==> config.mk <==
export PLATFORM = sky130hd
export DESIGN_NAME = sync_length_frame_deframer_core_flat
export DESIGN_NICKNAME = d
export VERILOG_FILES = /design/src/rtl/sld_pkg.sv /design/src/rtl/sld_if.sv /design/src/rtl/sld_front.sv /design/src/rtl/sld_queue.sv /design/src/rtl/sld_back.sv /design/src/rtl/sync_length_frame_deframer_core.sv /design/src/flat_wrapper.sv
export SDC_FILE = /design/constraint.sdc
export NUM_CORES = 1
export LEC_CHECK = 0
export BUFFER_PORTS_ARGS = -buffer_cell sky130_fd_sc_hd__buf_2
export CELL_PAD_IN_SITES_DETAIL_PLACEMENT = 1
export CELL_PAD_IN_SITES_GLOBAL_PLACEMENT = 2
export CORE_UTILIZATION = 40
export DETAILED_ROUTE_END_ITERATION = 12
export GPL_TIMING_DRIVEN = 0
export PLACE_DENSITY_LB_ADDON = 0.05
export SYNTH_ARGS = -nofsm -noshare
export SYNTH_HDL_FRONTEND = slang
export SYNTH_HIERARCHICAL = 1
export SYNTH_SLANG_ARGS = --single-unit
==> constraint.sdc <==
create_clock -name clk -period 4.8 [get_ports clk]
set_input_delay 0 -clock clk [delete_from_list [all_inputs] [get_ports clk]]
set_output_delay 0 -clock clk [all_outputs]
set_load 0.01 [all_outputs]
==> src/rtl/sld_pkg.sv <==
`timescale 1ns / 1ps
// ----------------------------------------------------------------------------
// Sync/length frame deframer package
// Shared constants, codes and types of the per-channel frame deframer.
// ----------------------------------------------------------------------------
package sld_pkg;

    localparam int MAX_PAYLOAD  = 32;
    localparam int NUM_CHANNELS = 3;

    localparam int CH_W       = 2;
    localparam int CH_IDX_W   = (NUM_CHANNELS > 1) ? $clog2(NUM_CHANNELS) : 1;
    localparam int BYTE_W     = 8;
    localparam int CHECK_W    = 16;
    localparam int CNT_W      = 6;
    localparam int TIMER_W    = 16;
    localparam int STATUS_W   = 2;
    localparam int PHASE_W    = 3;
    localparam int CFG_IDX_W  = 2;
    localparam int CFG_DATA_W = 16;

    localparam int MEM_DEPTH = NUM_CHANNELS * MAX_PAYLOAD;
    localparam int ADDR_W    = (MEM_DEPTH > 1) ? $clog2(MEM_DEPTH) : 1;

    localparam int QUEUE_DEPTH = 2;
    localparam int Q_IDX_W     = (QUEUE_DEPTH > 1) ? $clog2(QUEUE_DEPTH) : 1;

    localparam logic [STATUS_W-1:0] ST_OK       = 2'd0;
    localparam logic [STATUS_W-1:0] ST_TIMEOUT  = 2'd1;
    localparam logic [STATUS_W-1:0] ST_OVERSIZE = 2'd2;

    localparam logic [PHASE_W-1:0] PH_WAIT   = 3'd0;
    localparam logic [PHASE_W-1:0] PH_CMD    = 3'd1;
    localparam logic [PHASE_W-1:0] PH_ID     = 3'd2;
    localparam logic [PHASE_W-1:0] PH_LEN    = 3'd3;
    localparam logic [PHASE_W-1:0] PH_DATA   = 3'd4;
    localparam logic [PHASE_W-1:0] PH_CHK_HI = 3'd5;
    localparam logic [PHASE_W-1:0] PH_CHK_LO = 3'd6;

    localparam logic [CFG_IDX_W-1:0] CFG_TIMEOUT = 2'd0;
    localparam logic [CFG_IDX_W-1:0] CFG_SYNC    = 2'd1;

    localparam logic [TIMER_W-1:0] TIMEOUT_RESET = 16'd100;
    localparam logic [BYTE_W-1:0]  SYNC_RESET    = 8'h55;

    typedef struct packed {
        logic [STATUS_W-1:0] status;
        logic [CH_W-1:0]     channel;
        logic [BYTE_W-1:0]   command;
        logic [BYTE_W-1:0]   id;
        logic [BYTE_W-1:0]   length;
        logic [CHECK_W-1:0]  check;
        logic [CNT_W-1:0]    n_pay;
    } job_t;

    typedef struct packed {
        logic              en;
        logic [ADDR_W-1:0] addr;
        logic [BYTE_W-1:0] data;
    } mem_wr_t;

    typedef struct packed {
        logic                    full;
        logic                    empty;
        logic [NUM_CHANNELS-1:0] chan_mask;
    } q_stat_t;

    function automatic logic [ADDR_W-1:0] mem_addr(input logic [CH_IDX_W-1:0] ch,
                                                  input logic [CNT_W-1:0] idx);
        mem_addr = ADDR_W'(ch) * ADDR_W'(MAX_PAYLOAD) + ADDR_W'(idx);
    endfunction

endpackage

==> src/rtl/sld_if.sv <==
`timescale 1ns / 1ps
// ----------------------------------------------------------------------------
// Sync/length frame deframer channels
// Valid/ready interfaces for received items and for result items.
// ----------------------------------------------------------------------------
interface sld_in_if;
    logic                          valid;
    logic                          ready;
    logic                          kind;
    logic [sld_pkg::CH_W-1:0]      channel;
    logic [sld_pkg::BYTE_W-1:0]    byte_value;

    modport source (output valid, output kind, output channel, output byte_value,
                    input ready);
    modport sink (input valid, input kind, input channel, input byte_value,
                  output ready);
endinterface

interface sld_out_if;
    logic                          valid;
    logic                          ready;
    logic [sld_pkg::STATUS_W-1:0]  status;
    logic [sld_pkg::CH_W-1:0]      out_channel;
    logic [sld_pkg::BYTE_W-1:0]    command_code;
    logic [sld_pkg::BYTE_W-1:0]    frame_id;
    logic [sld_pkg::BYTE_W-1:0]    payload_length;
    logic [sld_pkg::CHECK_W-1:0]   check_word;
    logic [sld_pkg::BYTE_W-1:0]    payload_byte;
    logic                          last;

    modport source (output valid, output status, output out_channel,
                    output command_code, output frame_id, output payload_length,
                    output check_word, output payload_byte, output last,
                    input ready);
    modport sink (input valid, input status, input out_channel,
                  input command_code, input frame_id, input payload_length,
                  input check_word, input payload_byte, input last,
                  output ready);
endinterface

==> src/rtl/sld_front.sv <==
`timescale 1ns / 1ps
// ----------------------------------------------------------------------------
// Deframer front end
// Per-channel parse state, configuration registers, store writes and jobs.
// ----------------------------------------------------------------------------
module sld_front (
    input  logic                            clk,
    input  logic                            rst_n,
    sld_in_if.sink                          items,
    input  logic                            cfg_we,
    input  logic [sld_pkg::CFG_IDX_W-1:0]   cfg_index,
    input  logic [sld_pkg::CFG_DATA_W-1:0]  cfg_data,
    input  logic [sld_pkg::NUM_CHANNELS-1:0] busy_mask,
    input  sld_pkg::q_stat_t                q_stat,
    output logic                            push,
    output sld_pkg::job_t                   job,
    output sld_pkg::mem_wr_t                mem_wr
);

    logic [sld_pkg::TIMER_W-1:0] timeout_reg;
    logic [sld_pkg::BYTE_W-1:0]  sync_reg;

    logic [sld_pkg::PHASE_W-1:0] phase_reg   [sld_pkg::NUM_CHANNELS];
    logic [sld_pkg::BYTE_W-1:0]  cmd_reg     [sld_pkg::NUM_CHANNELS];
    logic [sld_pkg::BYTE_W-1:0]  id_reg      [sld_pkg::NUM_CHANNELS];
    logic [sld_pkg::BYTE_W-1:0]  len_reg     [sld_pkg::NUM_CHANNELS];
    logic [sld_pkg::CNT_W-1:0]   count_reg   [sld_pkg::NUM_CHANNELS];
    logic [sld_pkg::BYTE_W-1:0]  chk_hi_reg  [sld_pkg::NUM_CHANNELS];
    logic [sld_pkg::TIMER_W-1:0] elapsed_reg [sld_pkg::NUM_CHANNELS];

    logic [sld_pkg::PHASE_W-1:0] phase_next;
    logic [sld_pkg::BYTE_W-1:0]  cmd_next;
    logic [sld_pkg::BYTE_W-1:0]  id_next;
    logic [sld_pkg::BYTE_W-1:0]  len_next;
    logic [sld_pkg::CNT_W-1:0]   count_next;
    logic [sld_pkg::BYTE_W-1:0]  chk_hi_next;
    logic [sld_pkg::TIMER_W-1:0] elapsed_next;

    logic [sld_pkg::CH_IDX_W-1:0]     ci;
    logic                             ch_ok;
    logic                             accept;
    logic                             hazard;
    logic                             do_job;
    logic                             do_wr;
    logic [sld_pkg::NUM_CHANNELS-1:0] busy_all;

    assign ci       = items.channel[sld_pkg::CH_IDX_W-1:0];
    assign ch_ok    = {1'b0, items.channel} < (sld_pkg::CH_W + 1)'(sld_pkg::NUM_CHANNELS);
    assign busy_all = busy_mask | q_stat.chan_mask;

    // A data byte may not overwrite a channel's store while its frame is read out.
    assign hazard = ch_ok && !items.kind && (phase_reg[ci] == sld_pkg::PH_DATA)
                    && busy_all[ci];
    assign items.ready = !q_stat.full && !hazard;
    assign accept = items.valid && items.ready;

    always_comb
    begin
        phase_next   = sld_pkg::PH_WAIT;
        cmd_next     = '0;
        id_next      = '0;
        len_next     = '0;
        count_next   = '0;
        chk_hi_next  = '0;
        elapsed_next = '0;
        do_job       = 1'b0;
        do_wr        = 1'b0;
        job.status   = sld_pkg::ST_OK;
        job.check    = '0;
        job.n_pay    = '0;
        if (ch_ok)
        begin
            phase_next   = phase_reg[ci];
            cmd_next     = cmd_reg[ci];
            id_next      = id_reg[ci];
            len_next     = len_reg[ci];
            count_next   = count_reg[ci];
            chk_hi_next  = chk_hi_reg[ci];
            elapsed_next = elapsed_reg[ci];
            if (items.kind)
            begin
                if (phase_reg[ci] != sld_pkg::PH_WAIT)
                begin
                    if (elapsed_reg[ci] >= timeout_reg)
                    begin
                        do_job     = 1'b1;
                        job.status = sld_pkg::ST_TIMEOUT;
                        phase_next = sld_pkg::PH_WAIT;
                    end
                    else
                    begin
                        elapsed_next = elapsed_reg[ci] + 1'b1;
                    end
                end
            end
            else
            begin
                unique case (phase_reg[ci])
                    sld_pkg::PH_WAIT:
                    begin
                        if (items.byte_value == sync_reg)
                        begin
                            cmd_next     = '0;
                            id_next      = '0;
                            len_next     = '0;
                            count_next   = '0;
                            chk_hi_next  = '0;
                            elapsed_next = '0;
                            phase_next   = sld_pkg::PH_CMD;
                        end
                    end
                    sld_pkg::PH_CMD:
                    begin
                        cmd_next   = items.byte_value;
                        phase_next = sld_pkg::PH_ID;
                    end
                    sld_pkg::PH_ID:
                    begin
                        id_next    = items.byte_value;
                        phase_next = sld_pkg::PH_LEN;
                    end
                    sld_pkg::PH_LEN:
                    begin
                        len_next = items.byte_value;
                        if (items.byte_value > sld_pkg::BYTE_W'(sld_pkg::MAX_PAYLOAD))
                        begin
                            do_job     = 1'b1;
                            job.status = sld_pkg::ST_OVERSIZE;
                            phase_next = sld_pkg::PH_WAIT;
                        end
                        else if (items.byte_value == '0)
                        begin
                            phase_next = sld_pkg::PH_CHK_HI;
                        end
                        else
                        begin
                            phase_next = sld_pkg::PH_DATA;
                        end
                    end
                    sld_pkg::PH_DATA:
                    begin
                        if (count_reg[ci] < sld_pkg::CNT_W'(sld_pkg::MAX_PAYLOAD))
                        begin
                            do_wr      = 1'b1;
                            count_next = count_reg[ci] + 1'b1;
                        end
                        if (sld_pkg::BYTE_W'(count_next) >= len_reg[ci])
                        begin
                            phase_next = sld_pkg::PH_CHK_HI;
                        end
                    end
                    sld_pkg::PH_CHK_HI:
                    begin
                        chk_hi_next = items.byte_value;
                        phase_next  = sld_pkg::PH_CHK_LO;
                    end
                    sld_pkg::PH_CHK_LO:
                    begin
                        do_job     = 1'b1;
                        phase_next = sld_pkg::PH_WAIT;
                        if (elapsed_reg[ci] > timeout_reg)
                        begin
                            job.status = sld_pkg::ST_TIMEOUT;
                        end
                        else
                        begin
                            job.check = {chk_hi_reg[ci], items.byte_value};
                            job.n_pay = len_reg[ci][sld_pkg::CNT_W-1:0];
                        end
                    end
                    default:
                    begin
                        phase_next = sld_pkg::PH_WAIT;
                    end
                endcase
            end
        end
        job.channel = items.channel;
        job.command = cmd_next;
        job.id      = id_next;
        job.length  = len_next;
    end

    assign push = accept && do_job;

    always_comb
    begin
        mem_wr.en   = accept && do_wr;
        mem_wr.addr = sld_pkg::mem_addr(ci, count_reg[ci]);
        mem_wr.data = items.byte_value;
    end

    always_ff @(posedge clk or negedge rst_n)
    begin
        if (!rst_n)
        begin
            timeout_reg <= sld_pkg::TIMEOUT_RESET;
            sync_reg    <= sld_pkg::SYNC_RESET;
        end
        else if (cfg_we)
        begin
            unique case (cfg_index)
                sld_pkg::CFG_TIMEOUT: timeout_reg <= cfg_data[sld_pkg::TIMER_W-1:0];
                sld_pkg::CFG_SYNC:    sync_reg    <= cfg_data[sld_pkg::BYTE_W-1:0];
                default:
                begin
                end
            endcase
        end
    end

    always_ff @(posedge clk or negedge rst_n)
    begin
        if (!rst_n)
        begin
            for (int i = 0; i < sld_pkg::NUM_CHANNELS; i++)
            begin
                phase_reg[i] <= sld_pkg::PH_WAIT;
            end
        end
        else if (accept && ch_ok)
        begin
            phase_reg[ci] <= phase_next;
        end
    end

    // Frame fields are cleared by the sync byte before any use.
    always_ff @(posedge clk)
    begin
        if (accept && ch_ok)
        begin
            cmd_reg[ci]     <= cmd_next;
            id_reg[ci]      <= id_next;
            len_reg[ci]     <= len_next;
            count_reg[ci]   <= count_next;
            chk_hi_reg[ci]  <= chk_hi_next;
            elapsed_reg[ci] <= elapsed_next;
        end
    end

endmodule

==> src/rtl/sld_queue.sv <==
`timescale 1ns / 1ps
// ----------------------------------------------------------------------------
// Deframer job queue
// Small register queue of result jobs between the front and back ends.
// ----------------------------------------------------------------------------
module sld_queue (
    input  logic              clk,
    input  logic              rst_n,
    input  logic              push,
    input  sld_pkg::job_t     push_job,
    input  logic              pop,
    output sld_pkg::job_t     head,
    output sld_pkg::q_stat_t  stat
);

    sld_pkg::job_t                    entry_reg [sld_pkg::QUEUE_DEPTH];
    logic [sld_pkg::QUEUE_DEPTH-1:0]  valid_reg;
    logic [sld_pkg::Q_IDX_W-1:0]      wr_ptr_reg;
    logic [sld_pkg::Q_IDX_W-1:0]      rd_ptr_reg;

    function automatic logic [sld_pkg::Q_IDX_W-1:0] ptr_inc(
        input logic [sld_pkg::Q_IDX_W-1:0] p);
        ptr_inc = (p == sld_pkg::Q_IDX_W'(sld_pkg::QUEUE_DEPTH - 1)) ? '0 : p + 1'b1;
    endfunction

    assign head = entry_reg[rd_ptr_reg];

    always_comb
    begin
        stat.full      = &valid_reg;
        stat.empty     = ~|valid_reg;
        stat.chan_mask = '0;
        for (int i = 0; i < sld_pkg::QUEUE_DEPTH; i++)
        begin
            if (valid_reg[i])
            begin
                stat.chan_mask[entry_reg[i].channel[sld_pkg::CH_IDX_W-1:0]] = 1'b1;
            end
        end
    end

    always_ff @(posedge clk or negedge rst_n)
    begin
        if (!rst_n)
        begin
            valid_reg  <= '0;
            wr_ptr_reg <= '0;
            rd_ptr_reg <= '0;
        end
        else
        begin
            if (pop)
            begin
                valid_reg[rd_ptr_reg] <= 1'b0;
                rd_ptr_reg            <= ptr_inc(rd_ptr_reg);
            end
            if (push)
            begin
                valid_reg[wr_ptr_reg] <= 1'b1;
                wr_ptr_reg            <= ptr_inc(wr_ptr_reg);
            end
        end
    end

    always_ff @(posedge clk)
    begin
        if (push)
        begin
            entry_reg[wr_ptr_reg] <= push_job;
        end
    end

endmodule

==> src/rtl/sld_back.sv <==
`timescale 1ns / 1ps
// ----------------------------------------------------------------------------
// Deframer back end
// Payload store and result sequencer that walks a finished frame.
// ----------------------------------------------------------------------------
module sld_back (
    input  logic                              clk,
    input  logic                              rst_n,
    input  sld_pkg::job_t                     head,
    input  logic                              q_empty,
    output logic                              pop,
    input  sld_pkg::mem_wr_t                  mem_wr,
    sld_out_if.source                         results,
    output logic [sld_pkg::NUM_CHANNELS-1:0]  busy_mask
);

    localparam logic [1:0] BK_IDLE = 2'd0;
    localparam logic [1:0] BK_READ = 2'd1;
    localparam logic [1:0] BK_SHOW = 2'd2;

    logic [1:0]                 state_reg;
    logic [1:0]                 state_next;
    sld_pkg::job_t              job_reg;
    logic [sld_pkg::CNT_W-1:0]  idx_reg;
    logic [sld_pkg::BYTE_W-1:0] rd_data_reg;
    logic [sld_pkg::BYTE_W-1:0] mem [sld_pkg::MEM_DEPTH];
    logic                       is_last;
    logic                       no_pay;

    assign pop     = (state_reg == BK_IDLE) && !q_empty;
    assign no_pay  = (job_reg.n_pay == '0);
    assign is_last = no_pay || (idx_reg == job_reg.n_pay - 1'b1);

    always_comb
    begin
        state_next = state_reg;
        unique case (state_reg)
            BK_IDLE: if (!q_empty) state_next = BK_READ;
            BK_READ: state_next = BK_SHOW;
            BK_SHOW: if (results.ready) state_next = is_last ? BK_IDLE : BK_READ;
            default: state_next = BK_IDLE;
        endcase
    end

    always_ff @(posedge clk or negedge rst_n)
    begin
        if (!rst_n)
        begin
            state_reg <= BK_IDLE;
        end
        else
        begin
            state_reg <= state_next;
        end
    end

    always_ff @(posedge clk)
    begin
        if (pop)
        begin
            job_reg <= head;
            idx_reg <= '0;
        end
        else if ((state_reg == BK_SHOW) && results.ready && !is_last)
        begin
            idx_reg <= idx_reg + 1'b1;
        end
    end

    always_ff @(posedge clk)
    begin
        if (mem_wr.en)
        begin
            mem[mem_wr.addr] <= mem_wr.data;
        end
        if (state_reg == BK_READ)
        begin
            rd_data_reg <= mem[sld_pkg::mem_addr(job_reg.channel[sld_pkg::CH_IDX_W-1:0],
                                                 idx_reg)];
        end
    end

    always_comb
    begin
        busy_mask = '0;
        if (state_reg != BK_IDLE)
        begin
            busy_mask[job_reg.channel[sld_pkg::CH_IDX_W-1:0]] = 1'b1;
        end
    end

    assign results.valid          = (state_reg == BK_SHOW);
    assign results.status         = job_reg.status;
    assign results.out_channel    = job_reg.channel;
    assign results.command_code   = job_reg.command;
    assign results.frame_id       = job_reg.id;
    assign results.payload_length = job_reg.length;
    assign results.check_word     = job_reg.check;
    assign results.payload_byte   = no_pay ? '0 : rd_data_reg;
    assign results.last           = is_last;

endmodule

==> src/rtl/sync_length_frame_deframer_core.sv <==
`timescale 1ns / 1ps
// ----------------------------------------------------------------------------
// Sync/length frame deframer core
// Per-channel sync byte, header, length and check word frame parser.
//
//   Port      Dir   Kind         Content
//   items     in    valid/ready  kind, channel, byte_value
//   results   out   valid/ready  status, header, check_word, payload_byte, last
//   cfg_*     in    write only   timeout_ms (index 0), sync_value (index 1)
//
// An input item is taken while the job queue has room; a data
// byte for a channel whose previous frame is still queued or being read out waits.
// Each result byte is read through the single payload store read port and then
// shown until taken; each job is first picked up from the queue.
// Reset returns every channel to waiting for sync; no clearing pass is needed.
// ----------------------------------------------------------------------------
module sync_length_frame_deframer_core (
    input  logic                             clk,
    input  logic                             rst_n,
    sld_in_if.sink                           items,
    sld_out_if.source                        results,
    input  logic                             cfg_we,
    input  logic [sld_pkg::CFG_IDX_W-1:0]    cfg_index,
    input  logic [sld_pkg::CFG_DATA_W-1:0]   cfg_data
);

    logic                             push;
    logic                             pop;
    sld_pkg::job_t                    push_job;
    sld_pkg::job_t                    head;
    sld_pkg::q_stat_t                 q_stat;
    sld_pkg::mem_wr_t                 mem_wr;
    logic [sld_pkg::NUM_CHANNELS-1:0] busy_mask;

    sld_front u_front (
        .clk       (clk),
        .rst_n     (rst_n),
        .items     (items),
        .cfg_we    (cfg_we),
        .cfg_index (cfg_index),
        .cfg_data  (cfg_data),
        .busy_mask (busy_mask),
        .q_stat    (q_stat),
        .push      (push),
        .job       (push_job),
        .mem_wr    (mem_wr)
    );

    sld_queue u_queue (
        .clk      (clk),
        .rst_n    (rst_n),
        .push     (push),
        .push_job (push_job),
        .pop      (pop),
        .head     (head),
        .stat     (q_stat)
    );

    sld_back u_back (
        .clk       (clk),
        .rst_n     (rst_n),
        .head      (head),
        .q_empty   (q_stat.empty),
        .pop       (pop),
        .mem_wr    (mem_wr),
        .results   (results),
        .busy_mask (busy_mask)
    );

    a_no_push_full: assert property (@(posedge clk) disable iff (!rst_n)
        push |-> !q_stat.full)
        else $error("Job pushed into a full queue.");

    a_no_pop_empty: assert property (@(posedge clk) disable iff (!rst_n)
        pop |-> !q_stat.empty)
        else $error("Job popped from an empty queue.");

    a_pop_busy: assert property (@(posedge clk) disable iff (!rst_n)
        pop |=> $onehot(busy_mask))
        else $error("Back end not busy on exactly one channel after taking a job.");

    a_store_safe: assert property (@(posedge clk) disable iff (!rst_n)
        mem_wr.en |-> !busy_mask[items.channel[sld_pkg::CH_IDX_W-1:0]]
                      && !q_stat.chan_mask[items.channel[sld_pkg::CH_IDX_W-1:0]])
        else $error("Payload store written for a channel still being read out.");

endmodule
==> src/flat_wrapper.sv <==
// flat-port wrapper written by rule: the top's interface ports become plain ports
module sync_length_frame_deframer_core_flat 
  (clk, rst_n, cfg_we, cfg_index, cfg_data, items_valid, items_kind, items_channel, items_byte_value, items_ready, results_valid, results_status, results_out_channel, results_command_code, results_frame_id, results_payload_length, results_check_word, results_payload_byte, results_last, results_ready);
  sld_in_if items_i ();
  sld_out_if results_i ();
  input  logic clk;
  input  logic rst_n;
  input  logic cfg_we;
  input  logic [sld_pkg::CFG_IDX_W-1:0] cfg_index;
  input  logic [sld_pkg::CFG_DATA_W-1:0] cfg_data;
  input wire logic [$bits(items_i.valid)-1:0] items_valid;
  input wire logic [$bits(items_i.kind)-1:0] items_kind;
  input wire logic [$bits(items_i.channel)-1:0] items_channel;
  input wire logic [$bits(items_i.byte_value)-1:0] items_byte_value;
  output wire logic [$bits(items_i.ready)-1:0] items_ready;
  output wire logic [$bits(results_i.valid)-1:0] results_valid;
  output wire logic [$bits(results_i.status)-1:0] results_status;
  output wire logic [$bits(results_i.out_channel)-1:0] results_out_channel;
  output wire logic [$bits(results_i.command_code)-1:0] results_command_code;
  output wire logic [$bits(results_i.frame_id)-1:0] results_frame_id;
  output wire logic [$bits(results_i.payload_length)-1:0] results_payload_length;
  output wire logic [$bits(results_i.check_word)-1:0] results_check_word;
  output wire logic [$bits(results_i.payload_byte)-1:0] results_payload_byte;
  output wire logic [$bits(results_i.last)-1:0] results_last;
  input wire logic [$bits(results_i.ready)-1:0] results_ready;
  assign items_i.valid = items_valid;
  assign items_i.kind = items_kind;
  assign items_i.channel = items_channel;
  assign items_i.byte_value = items_byte_value;
  assign items_ready = items_i.ready;
  assign results_valid = results_i.valid;
  assign results_status = results_i.status;
  assign results_out_channel = results_i.out_channel;
  assign results_command_code = results_i.command_code;
  assign results_frame_id = results_i.frame_id;
  assign results_payload_length = results_i.payload_length;
  assign results_check_word = results_i.check_word;
  assign results_payload_byte = results_i.payload_byte;
  assign results_last = results_i.last;
  assign results_i.ready = results_ready;
  sync_length_frame_deframer_core u_core (.clk(clk), .rst_n(rst_n), .items(items_i), .results(results_i), .cfg_we(cfg_we), .cfg_index(cfg_index), .cfg_data(cfg_data));
endmodule
=== Yosys cells after proc, flatten, opt, wreduce, memory -nomap -nowiden ===
Memory sizes are Yosys's and may differ from the RTL's. A register that Yosys moved wholly into a read port is not among the register bits.
Index checks and enable logic that the tools add are counted.

* Register bits: 45
* Bits in latches: 0
* Memory bits (writable): 1030
* ROM bits: 0
* Input port bits: 34
* Word-level logic and storage cells: 194
* Memories: 8

{| class="wikitable"
|+ Memory list
! name !! words !! width !! rd ports !! clocked after Yosys merged registers in !! wr ports !! line !! source
|-
| u_core.u_back.mem || 96 || 8 || 1 || 1 || 1 || sld_back.sv:26 || <nowiki>logic [sld_pkg::BYTE_W-1:0] mem [sld_pkg::MEM_DEPTH];</nowiki>
|-
| u_core.u_queue.entry_reg || 2 || 50 || 3 || 1 || 1 || sld_queue.sv:16 || <nowiki>sld_pkg::job_t entry_reg [sld_pkg::QUEUE_DEPTH];</nowiki>
|-
| u_core.u_front.elapsed_reg || 3 || 16 || 1 || 0 || 1 || sld_front.sv:29 || <nowiki>logic [sld_pkg::TIMER_W-1:0] elapsed_reg [sld_pkg::NUM_CHANNELS];</nowiki>
|-
| u_core.u_front.chk_hi_reg || 3 || 8 || 1 || 0 || 1 || sld_front.sv:28 || <nowiki>logic [sld_pkg::BYTE_W-1:0] chk_hi_reg [sld_pkg::NUM_CHANNELS];</nowiki>
|-
| u_core.u_front.cmd_reg || 3 || 8 || 1 || 0 || 1 || sld_front.sv:24 || <nowiki>logic [sld_pkg::BYTE_W-1:0] cmd_reg [sld_pkg::NUM_CHANNELS];</nowiki>
|-
| u_core.u_front.id_reg || 3 || 8 || 1 || 0 || 1 || sld_front.sv:25 || <nowiki>logic [sld_pkg::BYTE_W-1:0] id_reg [sld_pkg::NUM_CHANNELS];</nowiki>
|-
| +2 memories || -- || -- || -- || -- || -- || -- ||
|}

* Add/sub/neg operators: 8
* Multiply operators: 0
* Divide/modulo/power cells: 0
* Magnitude comparators: 19
* Equality and inequality tests: 13
* Shifts and indexed selects: 0
* Muxes and demuxes: 96
* Bitwise gates (word level): 6
* Reduce and logical (&&, ||, !) cells: 34

{| class="wikitable"
|+ Operators by type and width
! cell !! number
|-
| 2-to-1 mux 8 bit || 13
|-
| 2-to-1 mux 16 bit || 6
|-
| 2-to-1 mux 22 bit || 4
|-
| case mux 8 bit (2 select lines) || 4
|-
| 2-to-1 mux 6 bit || 7
|-
| 2-to-1 mux 3 bit || 13
|-
| 2-to-1 mux 1 bit || 28
|-
| case mux 3 bit (6 select lines) || 1
|-
| logical AND 1 bit || 17
|-
| adder 16 x 1 -> 16 bit (second input constant) || 1
|-
| greater-or-equal comparator 16 bit || 1
|-
| greater-than comparator 16 bit || 1
|-
| adder 7 x 6 -> 7 bit || 2
|-
| 2-to-1 mux 2 bit || 7
|-
| adder 6 x 1 -> 6 bit (second input constant) || 2
|-
| less-than comparator 2 x 3 -> 1 bit (second input constant) || 4
|-
| case mux 6 bit (2 select lines) || 1
|-
| bitwise mux 9 bit || 1
|-
| equality test 3 bit (second input constant) || 3
|-
| equality test 8 bit || 1
|-
| greater-or-equal comparator 6 x 8 -> 1 bit || 1
|-
| greater-than comparator 8 x 6 -> 1 bit (second input constant) || 1
|-
| zero test 8 bit || 1
|-
| AND reduction 2 bit || 4
|-
| 36 further kinds || 52
|}

=== Logic depth before layout (Yosys ltp) ===
An unclocked memory read counts as a cell.

* Word-level depth: 18
* Mapped depth: 16
* Mapped depth without buffers: 12

=== By module ===
Netlist, hierarchy kept.

{| class="wikitable"
|+ By module, submodules not included
! module !! instances !! cells an instance !! area each (um^2)
|-
| sld_back || 1 || 1641 || 32718.9
|-
| sld_front || 1 || 821 || 9766.9
|-
| sld_queue || 1 || 179 || 4056.4
|}

=== Worst setup path before layout ===
No wires, ideal clock.

* Kind: input to register
* From: input port items_channel[0]
* To: memory u_core/u_queue/entry_reg[0][0] (netlist bit) (enable)
* Library setup time: 465 ps
* Arrival time: 4673 ps
* Path slack: -338 ps
* Stages on the path: 14
* Buffers on the path: 4
* Cells stage by stage: buf_6 -> buf_8 -> buf_6 -> buf_4 -> mux2i_1 -> o21ai_0 -> ha_1 -> nand4_1 -> or3_1 -> a31o_2 -> a31oi_1 -> o22ai_1 -> nor2_1 -> nor2b_1

* Word-level cells in the longest chain between the ends: 13
* Elaborated cells between the ends (all ways): 27
* Those cells by class: order compare (2); eq/ne (3); mux (12); bitwise (1); reduce/logical (8); memory (1)

{| class="wikitable"
|+ Ends and longest elaborated chain
! item !! line !! source
|-
| from (decl) || flat_wrapper.sv:13 || <nowiki>input wire logic [$bits(items_i.channel)-1:0] items_channel;</nowiki>
|-
| branches (longest 10 deep; another with memory read (3 x 16 bit)) || -- ||
|-
| logical AND 1 bit * || sld_front.sv:184 || <nowiki>assign push = accept && do_job;</nowiki>
|-
| named net u_core.push || sync_length_frame_deframer_core.sv:27 || <nowiki>logic push;</nowiki>
|-
| 2-to-1 mux 1 bit * || sld_queue.sv:67 || <nowiki>if (push)</nowiki>
|-
| 2-to-1 mux 1 bit (implied by the code) * || sld_queue.sv:69 || <nowiki>entry_reg[wr_ptr_reg] <= push_job;</nowiki>
|-
| to (decl) || sld_queue.sv:16 ||
|}

Mark *: on every way through the listed nets, which the timed path passes. The select of a mux whose other input is x is not followed.

==> metrics list <==
- Worst Setup Slack post-DPL: -0.580 ns
- Count of inserted antenna diode cells: 0
- Yosys warning total: 6
* Switching share of total power: a little over a quarter
- Sequential cell fraction of total power: 46.0%
- WL/cell: 31.7 µm
- Insertion delay to the later sink of the worst-skew pair: around 0.72 ns
- Netlist area before placement: 0.0465 mm²
- Worst clock skew: 0.0320 ns
- Final instance area: 0.0540 mm²
- In this run, synthesis inferred roughly 1100 flip-flops with an integrated enable.
- The hold violation count in the final report is 8.
- Once the floorplan was initialized, standard cells occupied 40.5% of the core.
- Portion of the post-synthesis area used by sequential elements: between 70% and 80%
- Clk pin slew, worst setup/hold paths: 0.06 ns
* Die height: between 300 and 400 µm
- The internal portion of the total power is around 19000 µW.
- Max-slew violation count: 0
* Worst hold slack: -0.00861 ns
- The register with the most flip-flops in the layout has 768 of them.
- Across all layers, the routed design uses 25700 vias.
- The critical path in this run is classified as flop to flop.
* Worst-path cell with the longest stage delay: sky130_fd_sc_hd__nor2_2
- I/O pins: 89
- Ratio of final minimum period to clock period: 97.1%
- Via/cell ratio: 5.67
- Row generation in the floorplan step produced 124 rows.
* Count of maximum capacitance violations: 0
* Worst ir drop on vdd: 0.000287 V
- Final WL: 144 mm
- Number of H-tree levels: 3
* Total global routing track utilization: ~25%
* Shortest period the worst path allows: 4.66 ns
* Final worst slack: 0.140 ns
- Number of library cell types mapped by synthesis: 87
* Mapped Cells: 2641
- DRC errors left: 0
- Crit-path leading delay family: simple AND/OR/NAND/NOR gates
- Counting the buffers created by CTS gives 121.
- Syn-to-layout area delta: 16.0%
* Critical Path, Cell by Cell: mux2i_1, a2bb2oi_1, buf_2, nand2_1, nor2_2, nand2_1, nor2_1, clkbuf_1, nand3_1, nor2_2
* WP data required: 5.13 ns
* Setup violators final: 0
- Timing-limited maximum frequency: between 0.2 and 0.25 GHz
- Die boundary width: 343 µm
* Number of nets with antenna violations after detailed routing: 0
- Input and output buffers added on the ports amount to 81.
- Post-synth top area share: 70.2%
- The most used flip-flop cell after synthesis is sky130_fd_sc_hd__edfxtp_1.
* Global-route congestion overflow total: 0
- Final GP Congestion: 0.972
- The min-delay analysis places its worst path in the category input port to flop.
- DRT iter0 DRCs: 1895
- First drt pass iteration count: 5
- Leakage component of the power: roughly 0.018 µW
- Per report_power, the combinational group accounts for about 18% of the total.
- Share of cells above drive strength 1: about a quarter
* Synthesized area per cell: approximately 18 µm²
- For this design the total switching power over the nets is 6580 µW.
* Worst Setup End Kind: flop
- The number of global-route vias before repair was 26800.
* Setup crit start kind: flop
* Std-Cell Core Area: roughly 0.11 mm²
- Clock tree sinks: 1133
* Final nets: between 2000 and 3000
- In this run the worst path has a maximum fanout of 10.
* Wire length of the first global-routing pass: 201 mm
- Number of antenna violations at the first check in global routing: 1
- For the pin with the worst max-slew slack, the measured transition is 1.37 ns.
- Largest net degree at the start of global routing: between 90 and 100
- Synthesis produced a netlist with a net count of 2704.
* Max_slew headroom: roughly 8.0%
- Of all flip-flops after synthesis, the portion carrying an async set or reset was approximately 3.4%.
- Violations in the final reports: hold timing
- Data on the critical path arrives at its endpoint at 4.99 ns.
* Cell types occupying the most area after synthesis: sky130_fd_sc_hd__edfxtp_1 70%, sky130_fd_sc_hd__mux4_2 7.0%, sky130_fd_sc_hd__mux2i_1 4.1%
- Setup repair after global routing could not meet its margin everywhere.
* Delay contributed by the slowest stage of the critical path: between 0.9 and 1 ns
- Detailed placement finished with a half-perimeter wire length of roughly 95 mm.
- The number of buffers and inverters on the critical path is 2.
- TritonCTS built the clock tree.
- The cell sitting at the root of the clock tree is a sky130_fd_sc_hd__clkbuf_16.
* DIE AREA: 0.118 mm²
* Area after DPL: slightly below 0.05 mm²
- Of the total power, the clock network draws 36.4%.
- The synthesized design contains 1133 register bits.
* Post-synth top area cell: sky130_fd_sc_hd__edfxtp_1
* Power density relative to cell area: 465 mW/mm²
- Clock Tree Buf Depth: 3
- Final total negative setup slack: 0 ns
* Status: finished with violations
[per-stage QoR]
step	util, %	power [µW]	std cells
floorplan	-	14400	2641
global placement	42.5	16000	4234
detailed placement	42.8	16100	4249
CTS	46.9	25400	4531
global route	47.0	25900	4532
finish	47.0	25100	4532
[worst reg2reg max path: stages, from the launching register on]
cell and delay (ns):
sky130_fd_sc_hd__dfrtp_1 0.38, sky130_fd_sc_hd__mux2i_1 0.28, sky130_fd_sc_hd__a2bb2oi_1 0.27, sky130_fd_sc_hd__buf_2 0.32, sky130_fd_sc_hd__nand2_1 0.18, sky130_fd_sc_hd__nor2_2 0.39, sky130_fd_sc_hd__nand2_1 0.11, sky130_fd_sc_hd__nor2_1 0.24
sky130_fd_sc_hd__clkbuf_1 0.34, sky130_fd_sc_hd__nand3_1 0.88, sky130_fd_sc_hd__nor2_2 0.92
[timing repair]
| action | 4_1_cts | 5_1_grt |
|---|---|---|
| resized for setup | 75 | 26 |
| gates cloned | 0 | 0 |
| buffers inserted | 1 | 0 |
| hold endpoints to repair | 121 | 0 |
| hold buffers | 59 | 0 |
| pin swaps | 1 | 0 |
| endpoints found under the setup margin | 536 | 506 |
[Yosys cell counts (37+ instances only)]
master	n
sky130_fd_sc_hd__edfxtp_1	1088
sky130_fd_sc_hd__mux2i_1	190
sky130_fd_sc_hd__nor2_1	177
sky130_fd_sc_hd__nand2_1	146
sky130_fd_sc_hd__mux4_2	145
sky130_fd_sc_hd__o21ai_0	81
sky130_fd_sc_hd__buf_4	79
sky130_fd_sc_hd__a21oi_1	62
sky130_fd_sc_hd__mux2_4	50
sky130_fd_sc_hd__inv_1	45
sky130_fd_sc_hd__clkbuf_1	40
sky130_fd_sc_hd__buf_2	37
[layout by cell type, fill, tap and decap left out, drive strengths merged, types with 9 or more instances in the layout]
cell type / n
nor2: 177
a22o: 9
dfrtp: 32
edfxtp: 1088
o211ai: 10
buf: 241
a21oi: 62
bufinv: 13
nor4: 11
nand4: 14
o22ai: 19
mux2i: 190
nand3: 33
xnor2: 18
mux2: 68
clkbuf: 193
nor3: 33
nand2: 146
o21ai: 103
nand2b: 15
clkinv: 50
nor2b: 18
o221ai: 27
a22oi: 33
ha: 29
and2: 14
mux4: 151
dlygate4sd3: 58
inv: 48
[power groups by stage]
stage               logic (µW)  registers (µW)  clock network [µW]
finish                    4420           11500                9150
global route              4670           11600                9660
CTS                       4470           11500                9350
detailed placement        4390           11700                   0
global placement          4280           11800                   0
floorplan                 2750           11700                   0
[worst paths after layout]
check,from,endpoint,slack [ns],cells past startpoint
setup / recovery,u_core/u_front/phase_reg[3],u_core/u_back/mem[25][5],0.14,10
hold / removal,items_byte_value[1],u_core/u_back/mem[76][1],-0.009,1
setup reg to reg,u_core/u_front/phase_reg[3],u_core/u_back/mem[25][5],0.14,10
hold reg to reg,u_core/u_front/phase_reg[5],u_core/u_front/phase_reg[5],0.49,1
max in group asynchronous,rst_n,u_core/u_front/phase_reg[6],4.07,4
min in group asynchronous,rst_n,u_core/u_front/timeout_reg[5],0.50,3
[area by class of cell]
cell class | instances | area, µm²
Fill cell | 10800 | 60800
Sequential cell | 1133 | 33800
Multi-Input combinational cell | 1279 | 11700
Clock buffer | 153 | 3180
Tap cell | 1512 | 1890
Timing Repair Buffer | 157 | 1290
Buffer | 182 | 1240
Clock inverter | 69 | 688
Inverter | 47 | 181
[layer usage]
metal	up-vias	wire length (µm)	global-route usage (%)
met1	13800	58100	30.9
li1	11000	-	-
met3	213	7140	4.12
met2	729	73600	43.1
met4	0	4890	7.58
met5	-	0	0
[logic make-up after synthesis]
family | after synthesis | share of synthesized area, %
AO/OA/AOI/OAI | 326 | 4.72
XOR/XNOR | 24 | 0.452
adder cells (fa/ha/maj) | 29 | 0.780
buffers and inverters | 229 | 3.05
flip-flops | 1133 | 72.6
multiplexers | 409 | 13.5
AND/OR/NAND/NOR | 491 | 4.95
Power figures use the tool's default switching activity.
